`src/rtl/jsu_pkg.sv`:
```
// jsu_pkg: shared types and constants of the JSON string unescaper.
// Used by jsu_front, jsu_queue, jsu_back and json_string_unescape.
package jsu_pkg;

	localparam int QDEPTH = 4;
	localparam int QAW    = $clog2(QDEPTH);
	localparam int QCW    = $clog2(QDEPTH + 1);

	typedef enum logic [2:0] {
		ST_OK      = 3'd0,
		ST_NO_OPEN = 3'd1,
		ST_BAD_ESC = 3'd2,
		ST_BAD_HEX = 3'd3,
		ST_UNTERM  = 3'd4,
		ST_SPARE   = 3'd5
	} status_t;

	// One accepted byte's worth of output beats: up to three data bytes,
	// then an optional status beat.
	typedef struct packed {
		logic [1:0] n_data;
		logic [7:0] d0;
		logic [7:0] d1;
		logic [7:0] d2;
		logic       has_status;
		status_t    status;
	} cmd_t;

	typedef struct packed {
		logic           full;
		logic           empty;
		logic [QCW-1:0] count;
	} q_stat_t;

endpackage

```
`src/rtl/json_string_unescape.sv`:
```
// json_string_unescape: top level of the streaming JSON string decoder.
// Depends on jsu_pkg, jsu_front, jsu_queue and jsu_back.
//
// One raw byte is accepted per cycle while the four-entry command queue has
// room; the front decodes it in that cycle and queues the beats it causes
// (zero to three data bytes, plus a status beat on the end-of-text byte).
// The back sends one beat per cycle from the queue head while out_ready is
// high and holds the beat while it is low, so the first beat of a byte
// appears at the earliest the cycle after it is accepted. Sustained
// input rate is one byte per cycle as long as outputs average one beat per
// input byte; the queue depth absorbs the bursts of a \uXXXX escape.
module json_string_unescape (
	input  logic       clk,
	input  logic       arst_n,
	input  logic [7:0] in_byte,
	input  logic       end_of_text,
	input  logic       in_valid,
	output logic       in_ready,
	output logic [7:0] out_byte,
	output logic       is_status,
	output logic [2:0] status,
	output logic       run_last,
	output logic       out_valid,
	input  logic       out_ready
);
	import jsu_pkg::*;

	cmd_t    wr_cmd, rd_cmd;
	q_stat_t q_stat;
	logic    push, pop;

	jsu_front u_front (
		.clk         (clk),
		.arst_n      (arst_n),
		.in_byte     (in_byte),
		.end_of_text (end_of_text),
		.in_valid    (in_valid),
		.in_ready    (in_ready),
		.q_full      (q_stat.full),
		.push        (push),
		.cmd         (wr_cmd)
	);

	jsu_queue u_queue (
		.clk    (clk),
		.arst_n (arst_n),
		.push   (push),
		.wr_cmd (wr_cmd),
		.pop    (pop),
		.rd_cmd (rd_cmd),
		.stat   (q_stat)
	);

	jsu_back u_back (
		.clk       (clk),
		.arst_n    (arst_n),
		.cmd       (rd_cmd),
		.q_empty   (q_stat.empty),
		.pop       (pop),
		.out_byte  (out_byte),
		.is_status (is_status),
		.status    (status),
		.run_last  (run_last),
		.out_valid (out_valid),
		.out_ready (out_ready)
	);

	a_status_last: assert property (@(posedge clk) disable iff (!arst_n)
		(out_valid && is_status) |-> run_last)
		else $error("status beat not marked last");

	a_count_bound: assert property (@(posedge clk) disable iff (!arst_n)
		q_stat.count <= QCW'(QDEPTH))
		else $error("queue count overflow");

	a_ready_room: assert property (@(posedge clk) disable iff (!arst_n)
		in_ready == !q_stat.full)
		else $error("ready disagrees with queue room");

	a_pop_count: assert property (@(posedge clk) disable iff (!arst_n)
		(pop && !push) |=> (q_stat.count == QCW'($past(q_stat.count) - 1'b1)))
		else $error("pop did not drain queue");

endmodule

```
`src/rtl/jsu_front.sv`:
```
// jsu_front: accepts raw bytes, runs the decode state and builds one command per byte.
// Depends on jsu_pkg.
module jsu_front (
	input  logic          clk,
	input  logic          arst_n,
	input  logic [7:0]    in_byte,
	input  logic          end_of_text,
	input  logic          in_valid,
	output logic          in_ready,
	input  logic          q_full,
	output logic          push,
	output jsu_pkg::cmd_t cmd
);
	import jsu_pkg::*;

	typedef enum logic [2:0] {
		PH_LEAD = 3'd0,
		PH_STR  = 3'd1,
		PH_ESC  = 3'd2,
		PH_HEX  = 3'd3,
		PH_TAIL = 3'd4,
		PH_HALT = 3'd5
	} phase_t;

	localparam logic [7:0] CH_SPACE = 8'h20;
	localparam logic [7:0] CH_QUOTE = 8'h22;
	localparam logic [7:0] CH_BSL   = 8'h5C;
	localparam logic [7:0] CH_SLASH = 8'h2F;
	localparam logic [7:0] CH_B     = 8'h62;
	localparam logic [7:0] CH_F     = 8'h66;
	localparam logic [7:0] CH_N     = 8'h6E;
	localparam logic [7:0] CH_R     = 8'h72;
	localparam logic [7:0] CH_T     = 8'h74;
	localparam logic [7:0] CH_U     = 8'h75;

	phase_t      phase_q, ph_n;
	logic [1:0]  hc_q, hc_n;
	logic [15:0] acc_q, acc_n;
	status_t     err_q, err_n;
	logic [3:0]  hv;
	logic        hv_ok;
	logic        accept;

	assign in_ready = !q_full;
	assign accept   = in_valid && in_ready;

	always_comb begin
		hv    = 4'd0;
		hv_ok = 1'b1;
		if (in_byte inside {[8'h30:8'h39]}) begin
			hv = 4'(in_byte - 8'h30);
		end else if (in_byte inside {[8'h41:8'h46]}) begin
			hv = 4'(in_byte - 8'h41 + 8'd10);
		end else if (in_byte inside {[8'h61:8'h66]}) begin
			hv = 4'(in_byte - 8'h61 + 8'd10);
		end else begin
			hv_ok = 1'b0;
		end
	end

	always_comb begin
		ph_n   = phase_q;
		hc_n   = hc_q;
		acc_n  = acc_q;
		err_n  = err_q;
		cmd    = '0;
		cmd.status = ST_OK;
		case (phase_q)
			PH_LEAD: begin
				if (in_byte > CH_SPACE) begin
					if (in_byte == CH_QUOTE) begin
						ph_n = PH_STR;
					end else begin
						ph_n  = PH_HALT;
						err_n = ST_NO_OPEN;
					end
				end
			end
			PH_STR: begin
				if (in_byte == CH_QUOTE) begin
					ph_n = PH_TAIL;
				end else if (in_byte == CH_BSL) begin
					ph_n = PH_ESC;
				end else begin
					cmd.n_data = 2'd1;
					cmd.d0     = in_byte;
				end
			end
			PH_ESC: begin
				ph_n       = PH_STR;
				cmd.n_data = 2'd1;
				case (in_byte)
					CH_QUOTE, CH_BSL, CH_SLASH: cmd.d0 = in_byte;
					CH_B: cmd.d0 = 8'h08;
					CH_F: cmd.d0 = 8'h0C;
					CH_N: cmd.d0 = 8'h0A;
					CH_R: cmd.d0 = 8'h0D;
					CH_T: cmd.d0 = 8'h09;
					CH_U: begin
						cmd.n_data = 2'd0;
						ph_n       = PH_HEX;
						hc_n       = 2'd0;
						acc_n      = 16'd0;
					end
					default: begin
						cmd.n_data = 2'd0;
						ph_n       = PH_HALT;
						err_n      = ST_BAD_ESC;
					end
				endcase
			end
			PH_HEX: begin
				if (!hv_ok) begin
					ph_n  = PH_HALT;
					err_n = ST_BAD_HEX;
				end else begin
					acc_n = {acc_q[11:0], hv};
					if (hc_q == 2'd3) begin
						hc_n = 2'd0;
						ph_n = PH_STR;
						if (acc_n < 16'h0080) begin
							cmd.n_data = 2'd1;
							cmd.d0     = acc_n[7:0];
						end else if (acc_n < 16'h0800) begin
							cmd.n_data = 2'd2;
							cmd.d0     = {3'b110, acc_n[10:6]};
							cmd.d1     = {2'b10, acc_n[5:0]};
						end else begin
							cmd.n_data = 2'd3;
							cmd.d0     = {4'b1110, acc_n[15:12]};
							cmd.d1     = {2'b10, acc_n[11:6]};
							cmd.d2     = {2'b10, acc_n[5:0]};
						end
					end else begin
						hc_n = hc_q + 2'd1;
					end
				end
			end
			PH_TAIL: begin
				if (in_byte > CH_SPACE) begin
					ph_n  = PH_HALT;
					err_n = ST_SPARE;
				end
			end
			default: ;
		endcase

		if (end_of_text) begin
			cmd.has_status = 1'b1;
			cmd.status     = err_n;
			if (err_n == ST_OK) begin
				case (ph_n)
					PH_LEAD: cmd.status = ST_NO_OPEN;
					PH_STR:  cmd.status = ST_UNTERM;
					PH_ESC:  cmd.status = ST_BAD_ESC;
					PH_HEX:  cmd.status = ST_BAD_HEX;
					default: cmd.status = ST_OK;
				endcase
			end
			ph_n  = PH_LEAD;
			hc_n  = 2'd0;
			acc_n = 16'd0;
			err_n = ST_OK;
		end
	end

	assign push = accept && ((cmd.n_data != 2'd0) || cmd.has_status);

	always_ff @(posedge clk or negedge arst_n) begin
		if (!arst_n) begin
			phase_q <= PH_LEAD;
			hc_q    <= 2'd0;
			acc_q   <= 16'd0;
			err_q   <= ST_OK;
		end else if (accept) begin
			phase_q <= ph_n;
			hc_q    <= hc_n;
			acc_q   <= acc_n;
			err_q   <= err_n;
		end
	end

endmodule

```
`src/rtl/jsu_queue.sv`:
```
// jsu_queue: short command FIFO between front and back.
// Depends on jsu_pkg.
module jsu_queue (
	input  logic             clk,
	input  logic             arst_n,
	input  logic             push,
	input  jsu_pkg::cmd_t    wr_cmd,
	input  logic             pop,
	output jsu_pkg::cmd_t    rd_cmd,
	output jsu_pkg::q_stat_t stat
);
	import jsu_pkg::*;

	cmd_t           mem_q [QDEPTH];
	logic [QAW-1:0] wp_q, rp_q;
	logic [QCW-1:0] cnt_q;
	logic           do_push, do_pop;

	assign stat.full  = (cnt_q == QCW'(QDEPTH));
	assign stat.empty = (cnt_q == '0);
	assign stat.count = cnt_q;
	assign do_push    = push && !stat.full;
	assign do_pop     = pop && !stat.empty;
	assign rd_cmd     = mem_q[rp_q];

	always_ff @(posedge clk) begin
		if (do_push) begin
			mem_q[wp_q] <= wr_cmd;
		end
	end

	always_ff @(posedge clk or negedge arst_n) begin
		if (!arst_n) begin
			wp_q  <= '0;
			rp_q  <= '0;
			cnt_q <= '0;
		end else begin
			if (do_push) begin
				wp_q <= QAW'(wp_q + 1'b1);
			end
			if (do_pop) begin
				rp_q <= QAW'(rp_q + 1'b1);
			end
			cnt_q <= QCW'(cnt_q + QCW'(do_push) - QCW'(do_pop));
		end
	end

endmodule

```
`src/rtl/jsu_back.sv`:
```
// jsu_back: walks the head command and sends its beats one per cycle while out_ready is high.
// Depends on jsu_pkg.
module jsu_back (
	input  logic          clk,
	input  logic          arst_n,
	input  jsu_pkg::cmd_t cmd,
	input  logic          q_empty,
	output logic          pop,
	output logic [7:0]    out_byte,
	output logic          is_status,
	output logic [2:0]    status,
	output logic          run_last,
	output logic          out_valid,
	input  logic          out_ready
);
	import jsu_pkg::*;

	logic [1:0] idx_q;
	logic [2:0] total;
	logic       beat;

	assign out_valid = !q_empty;
	assign total     = {1'b0, cmd.n_data} + {2'b00, cmd.has_status};
	assign run_last  = ({1'b0, idx_q} + 3'd1) == total;
	assign beat      = out_valid && out_ready;
	assign pop       = beat && run_last;

	always_comb begin
		out_byte  = 8'h00;
		is_status = 1'b0;
		status    = ST_OK;
		if (idx_q < cmd.n_data) begin
			case (idx_q)
				2'd0:    out_byte = cmd.d0;
				2'd1:    out_byte = cmd.d1;
				default: out_byte = cmd.d2;
			endcase
		end else begin
			is_status = 1'b1;
			status    = cmd.status;
		end
	end

	always_ff @(posedge clk or negedge arst_n) begin
		if (!arst_n) begin
			idx_q <= 2'd0;
		end else if (pop) begin
			idx_q <= 2'd0;
		end else if (beat) begin
			idx_q <= idx_q + 2'd1;
		end
	end

endmodule

```
`config.mk`:
```
export PLATFORM = sky130hd
export DESIGN_NAME = json_string_unescape
export DESIGN_NICKNAME = d
export VERILOG_FILES = /design/src/rtl/jsu_pkg.sv /design/src/rtl/json_string_unescape.sv /design/src/rtl/jsu_front.sv /design/src/rtl/jsu_queue.sv /design/src/rtl/jsu_back.sv
export SDC_FILE = /design/constraint.sdc
export NUM_CORES = 1
export LEC_CHECK = 0
export ABC_AREA = 1
export CORE_MARGIN = 2
export CORE_UTILIZATION = 58
export DETAILED_ROUTE_END_ITERATION = 12
export DONT_BUFFER_PORTS = 1
export GPL_TIMING_DRIVEN = 1
export PLACE_DENSITY = 0.74
export SLEW_MARGIN = 20
export SYNTH_ARGS = -nofsm -noshare
export SYNTH_HDL_FRONTEND = slang
export SYNTH_SLANG_ARGS = --single-unit
```
`constraint.sdc`:
```
create_clock -name clk -period 3.35 [get_ports clk]
set_input_delay 0.1675 -clock clk [delete_from_list [all_inputs] [get_ports clk]]
set_output_delay 0.1675 -clock clk [all_outputs]
set_load 0.1 [all_outputs]
```
**Word level (Yosys, flattened, before mapping)**

Memory sizes are Yosys's and may differ from the RTL's.
Cells that the tools add are included.

- Memory bits (writable): 120
- Register bits: 29
- Memories: 1
- Logic and storage cells: 133
- Output and inout port bits: 15

Memories:

| name | depth | bits a word | rd ports | clocked after Yosys merged registers in | write ports | line | source |
|---|---|---|---|---|---|---|---|
| u_queue.mem_q | 4 | 30 | 1 | 0 | 1 | jsu_queue.sv:14 | `cmd_t mem_q [QDEPTH];` |

- Order comparisons: 10
- Reductions and logical operators: 24
- Multiplexer cells: 55
- Equal/unequal tests: 22
- Add/sub/neg operators: 13

Operator list:

| operator | count |
|---|---|
| $eq 8x7->1 const B | 7 |
| $mux 26 | 2 |
| $mux 3 | 16 |
| $pmux 8 s6 | 1 |
| $mux 12 | 3 |
| $mux 16 | 2 |
| $pmux 10 s3 | 1 |
| $pmux 12 s2 | 1 |
| $pmux 3 s4 | 2 |
| $mux 10 | 2 |
| $mux 17 | 1 |
| $eq 8x6->1 const B | 2 |
| $ge 8x7->1 const B | 2 |
| $le 8x7->1 const B | 2 |
| $lt 16x12->1 const B | 1 |
| $lt 16x8->1 const B | 1 |
| $mux 4 | 4 |
| $mux 8 | 2 |
| $pmux 8 s2 | 1 |
| $pmux 3 s5 | 1 |
| $eq 3x2->1 const B | 4 |
| $logic_not 3->1 | 4 |
| $mux 2 | 6 |
| $sub 4x1->4 const B | 3 |
| 31 further kinds | 53 |

**Depth between registers and ports, before layout**

Gate-level depths: netlist of the first run.

- Depth in word-level cells: 17
- Depth in mapped cells: 18
- Mapped depth without buffers: 18

**Modules after synthesis**

A second synthesis of the first run with hierarchy kept.

- Cell total of the unflattened synthesis: 850
- Area total of the unflattened synthesis: 7782.5 um^2

By module, submodules not included:

| module | area each (um^2) | times used | cells each | sequential area each (um^2) |
|---|---|---|---|---|
| jsu_queue | 5133.7 | 1 | 440 | 3778.6 |
| jsu_front | 2207.1 | 1 | 332 | 500.5 |
| jsu_back | 441.7 | 1 | 78 | 50.0 |

**Worst setup path after synthesis of the first run**

OpenSTA, ideal clock, no wires.

- Path type: reg-to-output
- From: reg u_queue.rp_q[1]
- To: out out_byte[0]
- Setup slack: -1.276 ns
- Required time: 3.182 ns
- Arrival time: 4.459 ns
- Stages on the path, launching flop included: 14
- Path through: dfrtp_1 buf_2 inv_1 buf_2 buf_1 a21oi_1 a32oi_1 inv_1 ha_1 nand2_1 inv_1 nor2_2 inv_2 a311oi_1

- Word-level cells in the longest chain between the ends: 3
- Elaborated cells on any way between the ends: 4
- Classes of those cells: order compare: 1; mux: 2; memory: 1

RTL lines:

| what | line | source |
|---|---|---|
| from (decl) | jsu_queue.sv:15 | `logic [QAW-1:0] wp_q, rp_q;` |
| from (signal assigned) | jsu_queue.sv:42 | `rp_q <= QAW'(rp_q + 1'b1);` |
| $mem_v2 4x30 * | - |  |
| $lt 2x2->1 or $pmux 8 s2 (tied branches) | jsu_back.sv:32, jsu_back.sv:33 |  |
| $mux 8 * | jsu_back.sv:32 | `if (idx_q < cmd.n_data) begin` |
| to (decl) | json_string_unescape.sv:19 | `output logic [7:0] out_byte,` |

Mark *: on every way between the ends. The rest lies on a longest branch, timed or not.

**Final worst setup path of the first run**

- From: reg u_queue.rp_q[0]
- To: out out_byte[2]

Same word-level chain as after synthesis.

==> impl_metrics.sql, run 1 <==
INSERT INTO impl_metrics (metric_group, metric, value, unit) VALUES
('clock_tree', 'clock_insertion_delay_worst_skew', '0.42', 'ns'),
('die', 'top_level_ports', '28', ''),
('critical_path', 'worst_setup_path_start_kind', 'flop', ''),
('die', 'dieArea', '0.0130', 'sq mm'),
('critical_path', 'timing.reg2reg.setup_slack', '0.29', 'ns'),
('routing', 'via_per_inst', '5.86', ''),
('sta', 'grt_setup_unrepaired', 'false', ''),
('routing', 'route.vias.total', '5219', ''),
('critical_path', 'timing.setup.critical_path_class', 'flop to output pin', ''),
('logic_synthesis', 'synth-seq-area-share', '58.2', '%'),
('placed_design', 'dp_hpwl', '10.9', 'mm'),
('logic_synthesis', 'flip_flop_and_latch_count_after_synthesis', '141', ''),
('cells_and_area', 'finish.utilization', '68.8', '%'),
('logic_synthesis', 'synth_top_area_share', '47.9', '%'),
('clock_tree', 'clock_tree.htree_level_count', '4', ''),
('die', 'die_width', '114', 'microns'),
('placed_design', 'placed_cell_area', '0.00757', 'sq mm'),
('global_routing', 'grt_first_pass_wirelength', '26.4', 'mm'),
('placed_design', 'placed_cells_incl_taps', '856', ''),
('sta', 'final-max-slew-violation-count', '0', ''),
('critical_path', 'critical_path_depth', '11', ''),
('clock_tree', 'cts_buffers', '17', ''),
('routing', 'drc_viols', '0', ''),
('die', 'placementRows', '40', ''),
('placed_design', 'io_buffer_count', '0', ''),
('clock_tree', 'tritoncts', 'built', ''),
('placed_design', 'place_ws', '0.260', 'ns'),
('routing', 'finalWirelength', '16.8', 'mm'),
('sta', 'final.setup.worst_slack', '0.214', 'ns'),
('routing', 'detailedRoute.firstPassIterationCount', '6', ''),
('critical_path', 'timing.critical_path.slowest_stage_cell', 'sky130_fd_sc_hd__dfrtp_2', ''),
('critical_path', 'critical_path.reg2reg.startpoint', 'u_queue.rp_q[0]$_DFFE_PN0P_', ''),
('run_status', 'outcome', 'complete, no violations', ''),
('pwr', 'worst_ir_drop_vdd', '0.569', 'mV'),
('critical_path', 'cp_data_required_time', '3.18', 'ns'),
('cells_and_area', 'area.growth.synth_to_final', '16.6', '%'),
('sta', 'worst-slew-pin-transition', '0.943', 'ns'),
('clock_tree', 'post_cts.repair.setup_buffers', '0', ''),
('critical_path', 'arrival', '2.97', 'ns'),
('logic_synthesis', 'synth_fp_nets', '742', ''),
('sta', 'achievable-frequency', '0.319', 'GHz'),
('clock_tree', 'path_clk_slew', '0.05', 'ns'),
('worst_hold_path', 'worstHoldEndpoint', 'u_back.idx_q[0]$_DFFE_PN0P_', ''),
('logic_synthesis', 'ys_async_sr_fraction', '20.6', '%'),
('cells_and_area', 'layout.cell_area.non_filler', '0.00819', 'sq mm'),
('critical_path', 'endpoint_kind', 'output pin', ''),
('critical_path', 'rr_endpoint', 'u_queue.cnt_q[2]$_DFF_PN0_', ''),
('pwr', 'static_leakage', '3.33', 'nW'),
('sta', 'number_of_endpoints_failing_setup_at_the_final_stage', '0', ''),
('logic_synthesis', 'synthesis.instances', '710', ''),
('global_routing', 'grt_start_max_net_pins', '53', ''),
('sta', 'max_slew_margin', '37.2', '%'),
('worst_hold_path', 'timing.hold.worst_path_depth', '3', ''),
('logic_synthesis', 'synth_area_leader_cell', 'sky130_fd_sc_hd__edfxtp_1', ''),
('logic_synthesis', 'yosys_most_used_dff', 'sky130_fd_sc_hd__edfxtp_1', ''),
('global_routing', 'globalRoute.totalOverflow', '0', ''),
('critical_path', 'crit_buf_inv', '5', ''),
('logic_synthesis', 'synth.top_cells.by_area', 'sky130_fd_sc_hd__edfxtp_1 48%, sky130_fd_sc_hd__dfrtp_1 10%, sky130_fd_sc_hd__nand2_1 6.4%, sky130_fd_sc_hd__nor2_1 5.6%, sky130_fd_sc_hd__o21ai_0 3.8%', ''),
('logic_synthesis', 'synth-edff-count', '112', ''),
('critical_path', 'critPathMaxFanout', '9', ''),
('routing', 'drt_iter0_markers', '604', ''),
('pwr', 'pwr_density_cell', '1120', 'mW/mm^2'),
('cells_and_area', 'final_cells', '891', ''),
('clock_tree', 'cts_root_buf', 'sky130_fd_sc_hd__clkbuf_16', ''),
('global_routing', 'grt_pass1_vias', '5044', ''),
('die', 'start_util', '59.0', '%'),
('placed_design', 'gp_congestion', '0.932', ''),
('die', 'die_height', '114', 'microns'),
('routing', 'antenna_left', '0', ''),
('sta', 'timing.hold.ws', '0.0290', 'ns'),
('routing', 'routedWlPerCell', '18.9', 'microns');
metrics by stage:
stage	power (mW)	setup TNS [ns]
after floorplan	5.67	-2.59
after global placement	7.25	0
after detailed placement	7.36	0
after CTS	9.23	0
after global routing	9.62	0
final	9.19	0
worst max path at each step:
| stage | startpoint | to | slack [ns] |
|---|---|---|---|
| floorplan | u_queue.rp_q[1]$_DFFE_PN0P_ | out_byte[0] | -0.32 |
| global placement | u_queue.rp_q[0]$_DFFE_PN0P_ | u_queue.cnt_q[1]$_DFF_PN0_ | 0.52 |
| detailed placement | u_queue.rp_q[0]$_DFFE_PN0P_ | u_queue.cnt_q[2]$_DFF_PN0_ | 0.26 |
| CTS | u_queue.rp_q[0]$_DFFE_PN0P_ | out_byte[2] | 0.20 |
| finish | u_queue.rp_q[0]$_DFFE_PN0P_ | out_byte[2] | 0.21 |
| global route | u_queue.rp_q[0]$_DFFE_PN0P_ | out_byte[3] | 0.02 |
layout by cell type (no fill, tap or decap), drive strengths merged, types with 6 or more instances in the layout:
master	instances
o22ai	32
clkbuf	19
nor2	121
buf	26
nand2	135
nand3	44
edfxtp	112
ha	18
clkinv	6
o21ai	56
a311oi	7
inv	78
dfrtp	29
a21oi	18
cells by family after synthesis:
group,after synthesis,share of synthesized area (%)
buffers and inverters,104,5.90
AO/OA/AOI/OAI,126,10.6
AND/OR/NAND/NOR,312,20.8
adder cells (fa/ha/maj),19,3.49
XOR/XNOR,8,0.997
flip-flops,141,58.2
power by group:
| part | leakage (nW) | internal, mW | switching (mW) |
|---|---|---|---|
| clock | 0.278 | 1.16 | 0.689 |
| sequential | 1.41 | 2.25 | 0.132 |
| combinational | 1.64 | 1.56 | 3.41 |
per-layer routing:
metal	vias up	track usage, %	wire length (microns)
li1	2461	-	-
met1	2497	34.5	6810
met2	231	46.5	8510
met3	30	6.46	1190
met4	0	9.27	333
met5	-	0	0
sequential cells by signal, indices dropped and copies added (netlist names):
signal           flops
u_queue.wp_q         2
u_front.acc_q       12
u_front.err_q        3
u_front.phase_q      3
u_front.hc_q         2
u_queue.cnt_q        3
u_queue.rp_q         2
u_back.idx_q         2
u_queue.mem_q      112
worst register-to-register path, cell delays in order, from the launching register on:
cell and delay (ns):
sky130_fd_sc_hd__dfrtp_2 0.46, sky130_fd_sc_hd__o21ai_0 0.27, sky130_fd_sc_hd__o22ai_1 0.17, sky130_fd_sc_hd__ha_1 0.23, sky130_fd_sc_hd__ha_1 0.28, sky130_fd_sc_hd__xnor2_1 0.16
sky130_fd_sc_hd__nand3_1 0.15, sky130_fd_sc_hd__nor2_1 0.22, sky130_fd_sc_hd__ha_1 0.27, sky130_fd_sc_hd__inv_1 0.06, sky130_fd_sc_hd__ha_1 0.13, sky130_fd_sc_hd__inv_1 0.05
sky130_fd_sc_hd__fa_1 0.37, sky130_fd_sc_hd__xnor2_1 0.13
final cells by class:
class | count | area [sq um]
clock buffers | 19 | 433
repair buffers | 28 | 378
multi-input cells | 465 | 2660
inverters | 78 | 300
flip-flops and latches | 141 | 4090
fillers | 844 | 3720
well taps | 147 | 184
clock inverters | 13 | 150
cell usage after synthesis (4+ instances only):
library cell	n
sky130_fd_sc_hd__nand2_1	119
sky130_fd_sc_hd__edfxtp_1	112
sky130_fd_sc_hd__nor2_1	104
sky130_fd_sc_hd__inv_1	66
sky130_fd_sc_hd__o21ai_0	53
sky130_fd_sc_hd__nand3_1	39
sky130_fd_sc_hd__o22ai_1	32
sky130_fd_sc_hd__dfrtp_1	29
sky130_fd_sc_hd__a21oi_1	18
sky130_fd_sc_hd__ha_1	18
sky130_fd_sc_hd__clkbuf_1	12
sky130_fd_sc_hd__nand2_2	12
sky130_fd_sc_hd__inv_2	10
sky130_fd_sc_hd__nor2_2	10
sky130_fd_sc_hd__a311oi_1	7
sky130_fd_sc_hd__buf_2	7
sky130_fd_sc_hd__buf_1	6
sky130_fd_sc_hd__nand2_4	4
sky130_fd_sc_hd__nand3_2	4
sky130_fd_sc_hd__nand4_1	4
sky130_fd_sc_hd__nor2_8	4
sky130_fd_sc_hd__xnor2_1	4
sky130_fd_sc_hd__xor2_1	4
repair_timing:
item                                   CTS  global route
endpoints found under the hold margin   35             0
resized for setup                        0             0
hold buffers                             3             0
(Power assumes the default switching activity.)
==> inputs of run 2 (changes only) <==
- CORE_ASPECT_RATIO: default -> 2
- MAX_ROUTING_LAYER: default -> met4
==> run 2 against run 1 <==
Effect of this change:
- die area is 0.41% higher
- worst hold slack got worse by 0.021 ns
- routed wire length is 2.3% higher
- critical endpoint is now out_byte[7]
- total power shrank 0.73%
- clock power fell by 5%
- largest cell class unchanged
- critical path type unchanged
- highest routed layer unchanged
==> impl_metrics.sql, run 2 (synthesis results as in run 1) <==
INSERT INTO impl_metrics (metric_group, metric, value, unit) VALUES
('sta', 'final.setup.tns', '0', 'ns'),
('critical_path', 'arrival', '3.06', 'ns'),
('pwr', 'cell_internal_pwr', '4.79', 'mW'),
('pwr', 'power_frac_comb', '54.6', '%'),
('sta', 'final-hold-violation-count', '0', ''),
('sta', 'clock_skew', '0.0130', 'ns'),
('cells_and_area', 'most-common-layout-cells', '119 x sky130_fd_sc_hd__nand2_1, 112 x sky130_fd_sc_hd__edfxtp_1, 103 x sky130_fd_sc_hd__nor2_1', ''),
('global_routing', 'track_usage', '29.4', '%'),
('die', 'die_height', '160', 'microns'),
('die', 'die_width', '81.8', 'microns'),
('sta', 'layout_min_cycle_time', '3.22', 'ns'),
('sta', 'final.setup.worst_slack', '0.127', 'ns'),
('sta', 'worst-slew-pin-transition', '0.868', 'ns'),
('routing', 'antenna_left', '0', ''),
('run_status', 'outcome', 'complete, no violations', ''),
('sta', 'final-max-slew-violation-count', '0', ''),
('cells_and_area', 'antenna_cells_inserted', '0', ''),
('clock_tree', 'tritoncts_num_sinks', '141', ''),
('critical_path', 'critPathMaxFanout', '9', ''),
('pwr', 'pwr_density_cell', '1120', 'mW/mm^2'),
('clock_tree', 'clock_path_buffers', '2', ''),
('sta', 'number_of_endpoints_failing_setup_at_the_final_stage', '0', ''),
('clock_tree', 'tritoncts', 'built', ''),
('global_routing', 'grt_start_max_net_pins', '51', ''),
('critical_path', 'cp_data_required_time', '3.18', 'ns'),
('placed_design', 'place_ws', '0.280', 'ns'),
('cells_and_area', 'largest-register', 'u_queue.mem_q', ''),
('cells_and_area', 'layout.cell_area.non_filler', '0.00818', 'sq mm'),
('pwr', 'net-switching-power', '4.33', 'mW'),
('critical_path', 'cells_along_the_critical_path', 'inv_1, a21oi_1, a32oi_1, inv_1, ha_1, nand2_1, inv_1, nor2_2, inv_2, a311oi_4, buf_12', ''),
('critical_path', 'timing.setup.critical_path_class', 'flop to output pin', ''),
('routing', 'routedWlPerCell', '19.3', 'microns'),
('die', 'start_util', '59.7', '%'),
('pwr', 'clock_power_share', '19.2', '%'),
('routing', 'detailedRoute.firstPassIterationCount', '5', ''),
('placed_design', 'placed_cells_incl_taps', '856', ''),
('pwr', 'sequential_group_share_of_total_power', '26.2', '%'),
('die', 'top_level_ports', '28', ''),
('cells_and_area', 'area.growth.synth_to_final', '16.4', '%'),
('critical_path', 'crit_top_cell', 'sky130_fd_sc_hd__inv_1', ''),
('routing', 'via_per_inst', '5.87', ''),
('worst_hold_path', 'worst_min_delay_path_startpoint', 'out_ready', ''),
('die', 'core', '0.0118', 'sq mm'),
('sta', 'grt_setup_unrepaired', 'false', ''),
('sta', 'max_slew_margin', '41.6', '%'),
('die', 'dieArea', '0.0131', 'sq mm'),
('worst_hold_path', 'worstHoldPathType', 'input pin to flop', ''),
('sta', 'achievable-frequency', '0.310', 'GHz'),
('global_routing', 'grt_first_pass_wirelength', '27.4', 'mm'),
('critical_path', 'worst_setup_path_startpoint', 'u_queue.rp_q[1]$_DFFE_PN0P_', ''),
('die', 'placementRows', '56', ''),
('routing', 'drc_viols', '0', ''),
('clock_tree', 'clock_insertion_delay_worst_skew', '0.42', 'ns'),
('cells_and_area', 'largest_reg_flops', '112', ''),
('sta', 'min_period_over_period', '96.2', '%'),
('clock_tree', 'cts_root_buf', 'sky130_fd_sc_hd__clkbuf_16', ''),
('clock_tree', 'post_cts.repair.setup_buffers', '0', ''),
('global_routing', 'grt_pass1_vias', '5439', ''),
('placed_design', 'dp_hpwl', '12.1', 'mm'),
('routing', 'finalWirelength', '17.2', 'mm'),
('clock_tree', 'clock_tree.htree_level_count', '4', ''),
('run', 'timing.max_cap.violations', '0', ''),
('critical_path', 'worst_path_largest_cell_delay', '0.45', 'ns'),
('clock_tree', 'cts_buffers', '17', ''),
('critical_path', 'critical_path.reg2reg.startpoint', 'u_queue.rp_q[1]$_DFFE_PN0P_', ''),
('global_routing', 'globalRoute.totalOverflow', '0', ''),
('pwr', 'static_leakage', '3.34', 'nW'),
('cells_and_area', 'layout-drive-gt1-share', '16.6', '%'),
('critical_path', 'worst_setup_path_start_kind', 'flop', ''),
('cells_and_area', 'layout_top_registers', 'u_queue.mem_q x112, u_front.acc_q x12', ''),
('placed_design', 'io_buffer_count', '0', ''),
('clock_tree', 'path_clk_slew', '0.06', 'ns'),
('cells_and_area', 'final_cells', '891', ''),
('routing', 'drt_iter0_markers', '364', ''),
('cells_and_area', 'finalNetCount', '765', ''),
('global_routing', 'antenna_violations_before_repair', '0', ''),
('placed_design', 'gp_congestion', '0.915', ''),
('pwr', 'worst_ir_drop_vdd', '1.37', 'mV'),
('critical_path', 'timing.critical_path.slowest_stage_cell', 'sky130_fd_sc_hd__dfrtp_1', ''),
('cells_and_area', 'layout_commonest_cell', 'sky130_fd_sc_hd__nand2_1', ''),
('critical_path', 'endpoint_kind', 'output pin', ''),
('pwr', 'report.power.total', '9.12', 'mW'),
('placed_design', 'placed_cell_area', '0.00758', 'sq mm'),
('pwr', 'power_switching_share', '47.5', '%'),
('routing', 'route.vias.total', '5228', '');
## run 2: cell count changes in the layout (fill, tap and decap cells not counted)
cell,change
sky130_fd_sc_hd__buf_4,+2
sky130_fd_sc_hd__inv_6,+5
sky130_fd_sc_hd__clkinv_4,+3
sky130_fd_sc_hd__clkinvlp_4,-2
sky130_fd_sc_hd__clkinv_2,-4
sky130_fd_sc_hd__clkbuf_1,-2
sky130_fd_sc_hd__bufinv_16,-3
sky130_fd_sc_hd__inv_8,+3
## run 2: power groups by stage
stage                     Clock (mW)  Combinational [mW]  Sequential (mW)
after global routing            1.84                5.30             2.41
final                           1.75                4.98             2.39
after floorplan                    0                3.31             2.36
after CTS                       1.76                5.02             2.38
after detailed placement           0                4.97             2.42
after global placement             0                4.85             2.39
## run 2: worst paths after layout
check                                          endpoint  slack [ns]  depth (start not counted)
hold reg to reg            u_front.acc_q[9]$_DFFE_PN0P_        0.55                          2
hold / removal              u_back.idx_q[1]$_DFFE_PN0P_       0.009                          3
max in group asynchronous   u_queue.rp_q[0]$_DFFE_PN0P_        2.98                          2
setup / recovery                            out_byte[7]        0.13                         11
min in group asynchronous    u_queue.cnt_q[0]$_DFF_PN0_        0.17                          2
setup reg to reg             u_queue.cnt_q[2]$_DFF_PN0_        0.25                         14
## run 2: routing by layer
| layer | vias up | GRT usage [%] | wire length (microns) |
|---|---|---|---|
| li1 | 2481 | - | - |
| met1 | 2522 | 29.7 | 5800 |
| met2 | 177 | 52.0 | 9970 |
| met3 | 48 | 5.65 | 719 |
| met4 | 0 | 14.1 | 738 |
| met5 | - | - | 0 |
## run 2: repair_timing
item                                   CTS  global route
resized for setup                        0             1
endpoints found under the hold margin   35             0
hold buffers                             3             0
setup endpoints to repair                0             2
## run 2: area by class of cell
type	instances	area [sq um]
clock inverters	15	129
inverters	78	300
well taps	145	181
repair buffers	30	393
multi-input cells	465	2660
fillers	856	3590
flip-flops and latches	141	4090
clock buffers	17	425
## run 2: critical path, delay by kind of cell, from the launching register on
family / cells / cell delay, ns
buf+inv: 5 / 0.85
compound gates: 3 / 0.71
flops: 1 / 0.45
simple gates: 2 / 0.30
fa+ha+maj: 1 / 0.30
## run 2: through the flow
stage,hold slack (ns),util (%)
after global routing,0.0207,69.5
after CTS,0.00151,69.5
final,0.00853,69.5
after floorplan,-0.128,-
after global placement,-0.127,64.4
after detailed placement,-0.127,64.4
==> inputs of run 3 (changes only) <==
--- a/constraint.sdc
+++ b/constraint.sdc
@@ -3,2 +3,2 @@
 set_output_delay 0.1675 -clock clk [all_outputs]
-set_load 0.1 [all_outputs]
+set_load 0.02 [all_outputs]
==> run 3 against run 2 <==
Effect of this change:
- routed wire length rose by 0.98%
- flip-flop and latch count did not move
- largest cell class unchanged
- highest routed layer unchanged
- final area fell by 3.2%
- final cell count fell by 0.56%
- non-clock buffer count fell by 5
- register-to-register slack got worse by 0.02 ns
- worst hold slack improved by 0.033 ns
- worst setup slack improved by 0.10 ns
- core utilization fell by 2.2 points
- via count rose by 0.54%
- sequential share of layout area rose by 1.6 points
==> impl_metrics.sql, run 3 (synthesis results as in run 1) <==
INSERT INTO impl_metrics (metric_group, metric, value, unit) VALUES
('die', 'dieArea', '0.0131', 'sq mm'),
('routing', 'detailedRoute.firstPassIterationCount', '5', ''),
('routing', 'via_per_inst', '5.93', ''),
('critical_path', 'crit_buf_inv', '4', ''),
('cells_and_area', 'layout-drive-gt1-share', '14.3', '%'),
('global_routing', 'globalRoute.totalOverflow', '0', ''),
('routing', 'antenna_left', '0', ''),
('cells_and_area', 'largest-register', 'u_queue.mem_q', ''),
('pwr', 'report.power.total', '7.18', 'mW'),
('pwr', 'pwr_density_cell', '907', 'mW/mm^2'),
('critical_path', 'timing.reg2reg.setup_slack', '0.23', 'ns'),
('routing', 'drc_viols', '0', ''),
('global_routing', 'top_usage_layer', 'met2', ''),
('placed_design', 'dp_hpwl', '12.0', 'mm'),
('run_status', 'outcome', 'complete, no violations', ''),
('routing', 'route.vias.total', '5256', ''),
('die', 'start_util', '59.7', '%'),
('critical_path', 'r2r.worst_path.cells', '14', ''),
('sta', 'final.setup.tns', '0', 'ns'),
('die', 'top_level_ports', '28', ''),
('die', 'die_height', '160', 'microns'),
('sta', 'timing.hold.ws', '0.0411', 'ns'),
('critical_path', 'cp_data_required_time', '3.66', 'ns'),
('placed_design', 'placed_cell_area', '0.00726', 'sq mm'),
('sta', 'clock_skew', '0.0134', 'ns'),
('global_routing', 'track_usage', '29.0', '%'),
('clock_tree', 'post_cts.repair.setup_buffers', '0', ''),
('placed_design', 'placed_cells_incl_taps', '851', ''),
('pwr', 'worst_ir_drop_vdd', '0.722', 'mV'),
('global_routing', 'grt_pass1_vias', '5411', ''),
('critical_path', 'timing.critical_path.slowest_stage_cell', 'sky130_fd_sc_hd__fa_1', ''),
('critical_path', 'timing.setup.critical_path_class', 'flop to flop', ''),
('cells_and_area', 'layout.cell_area.non_filler', '0.00792', 'sq mm'),
('sta', 'grt_setup_unrepaired', 'false', ''),
('clock_tree', 'clock_path_buffers', '2', ''),
('routing', 'drt_iter0_markers', '462', ''),
('sta', 'final-hold-violation-count', '0', ''),
('sta', 'layout_min_cycle_time', '3.12', 'ns'),
('critical_path', 'worst_setup_path_start_kind', 'flop', ''),
('clock_tree', 'path_clk_slew', '0.06', 'ns'),
('clock_tree', 'tritoncts_num_sinks', '141', ''),
('cells_and_area', 'final_cells', '886', ''),
('critical_path', 'worst_path_largest_cell_delay', '0.50', 'ns'),
('sta', 'final-max-slew-violation-count', '0', ''),
('routing', 'routedWlPerCell', '19.6', 'microns'),
('die', 'die_width', '81.8', 'microns'),
('clock_tree', 'clock_insertion_delay_worst_skew', '0.42', 'ns'),
('sta', 'number_of_endpoints_failing_setup_at_the_final_stage', '0', ''),
('worst_hold_path', 'timing.hold.worst_path_depth', '3', ''),
('critical_path', 'crit_top_cell', 'sky130_fd_sc_hd__ha_1', ''),
('global_routing', 'grt_first_pass_wirelength', '27.2', 'mm'),
('global_routing', 'grt_start_max_net_pins', '47', ''),
('global_routing', 'antenna_violations_before_repair', '0', ''),
('cells_and_area', 'antenna_cells_inserted', '0', ''),
('critical_path', 'cells_along_the_critical_path', 'inv_2, nor2_1, o22ai_1, ha_1, ha_1, xnor2_1, nand3_1, nor2_2, ha_1, inv_1, ha_1, inv_1, fa_1, inv_1', ''),
('cells_and_area', 'largest_reg_flops', '112', ''),
('cells_and_area', 'layout_commonest_cell', 'sky130_fd_sc_hd__nand2_1', ''),
('critical_path', 'critPathMaxFanout', '15', ''),
('cells_and_area', 'area.growth.synth_to_final', '12.7', '%'),
('cells_and_area', 'layout_top_registers', 'u_queue.mem_q x112, u_front.acc_q x12', ''),
('clock_tree', 'clock_tree.htree_level_count', '4', ''),
('die', 'placementRows', '56', ''),
('critical_path', 'endpoint_kind', 'flop', ''),
('global_routing', 'met3_usage', '5.42', '%'),
('die', 'core', '0.0118', 'sq mm'),
('sta', 'worst-slew-pin-transition', '0.925', 'ns'),
('global_routing', 'global_route.usage.met2', '50.3', '%'),
('global_routing', 'use_met1', '28.3', '%'),
('critical_path', 'arrival', '3.42', 'ns'),
('sta', 'min_period_over_period', '93.1', '%'),
('placed_design', 'place_ws', '0.201', 'ns'),
('run', 'timing.max_cap.violations', '0', ''),
('placed_design', 'io_buffer_count', '0', ''),
('clock_tree', 'cts_buffers', '17', ''),
('routing', 'finalWirelength', '17.4', 'mm'),
('clock_tree', 'tritoncts', 'built', ''),
('sta', 'final.setup.worst_slack', '0.232', 'ns'),
('cells_and_area', 'finalNetCount', '760', ''),
('placed_design', 'gp_congestion', '0.995', ''),
('sta', 'max_slew_margin', '37.8', '%'),
('critical_path', 'timing.critical_path.max_delay_family', 'adder cells', ''),
('worst_hold_path', 'worstHoldPathType', 'input pin to flop', ''),
('clock_tree', 'cts_root_buf', 'sky130_fd_sc_hd__clkbuf_16', ''),
('cells_and_area', 'most-common-layout-cells', '119 x sky130_fd_sc_hd__nand2_1, 112 x sky130_fd_sc_hd__edfxtp_1, 103 x sky130_fd_sc_hd__nor2_1', ''),
('critical_path', 'critical_path_depth', '14', ''),
('pwr', 'static_leakage', '3.28', 'nW'),
('sta', 'achievable-frequency', '0.321', 'GHz'),
('cells_and_area', 'finish.utilization', '67.3', '%');
==> run 3: changes by cell type in the layout (fill, tap and decap cells not counted), moves of 3 or more <==
cell / change
sky130_fd_sc_hd__a21oi_1: +3
sky130_fd_sc_hd__a21oi_2: -3
sky130_fd_sc_hd__a311oi_1: +7
sky130_fd_sc_hd__a311oi_4: -7
sky130_fd_sc_hd__buf_12: -12
sky130_fd_sc_hd__buf_4: +7
sky130_fd_sc_hd__bufinv_16: +4
sky130_fd_sc_hd__inv_6: -4
sky130_fd_sc_hd__inv_8: -3
==> run 3: layout make-up <==
cell class | count | area, sq um
Clock buffer | 20 | 447
Clock inverter | 12 | 169
Fill cell | 895 | 3850
Inverter | 78 | 300
Multi-Input combinational cell | 465 | 2520
Sequential cell | 141 | 4090
Tap cell | 145 | 181
Timing Repair Buffer | 25 | 205
==> run 3: per-layer routing <==
layer | up-vias | share of wire, %
met5 | - | 0
met4 | 0 | 5.7
met3 | 65 | 4.3
met2 | 209 | 55
met1 | 2524 | 34
li1 | 2458 | -
==> run 3: worst reg2reg max path: stages (launching register included) <==
cell and delay, ns:
sky130_fd_sc_hd__dfrtp_2 0.46, sky130_fd_sc_hd__inv_2 0.21, sky130_fd_sc_hd__nor2_1 0.06, sky130_fd_sc_hd__o22ai_1 0.25
sky130_fd_sc_hd__ha_1 0.19, sky130_fd_sc_hd__ha_1 0.23, sky130_fd_sc_hd__xnor2_1 0.17, sky130_fd_sc_hd__nand3_1 0.17
sky130_fd_sc_hd__nor2_2 0.18, sky130_fd_sc_hd__ha_1 0.26, sky130_fd_sc_hd__inv_1 0.07, sky130_fd_sc_hd__ha_1 0.14
sky130_fd_sc_hd__inv_1 0.05, sky130_fd_sc_hd__fa_1 0.50, sky130_fd_sc_hd__inv_1 0.05
==> run 3: path summary, 6_finish.rpt <==
path,startpoint,endpoint
max in group asynchronous,arst_n,u_queue.rp_q[0]$_DFFE_PN0P_
setup / recovery,u_queue.rp_q[0]$_DFFE_PN0P_,u_queue.cnt_q[1]$_DFF_PN0_
hold reg to reg,u_front.hc_q[0]$_DFFE_PN0P_,u_front.hc_q[0]$_DFFE_PN0P_
hold / removal,out_ready,u_back.idx_q[0]$_DFFE_PN0P_
setup reg to reg,u_queue.rp_q[0]$_DFFE_PN0P_,u_queue.cnt_q[1]$_DFF_PN0_
min in group asynchronous,arst_n,u_back.idx_q[1]$_DFFE_PN0P_
==> run 3: power breakdown <==
group	switching, mW	internal (mW)	total (mW)
sequential	0.144	2.25	2.39
clock	0.702	1.26	1.96
combinational	1.90	0.929	2.83
total	2.75	4.43	7.18
==> run 3: what timing repair did <==
action,CTS,global route
endpoints found under the hold margin,35,0
gates resized for setup,0,3
hold buffers,3,0
setup endpoints to repair,0,2
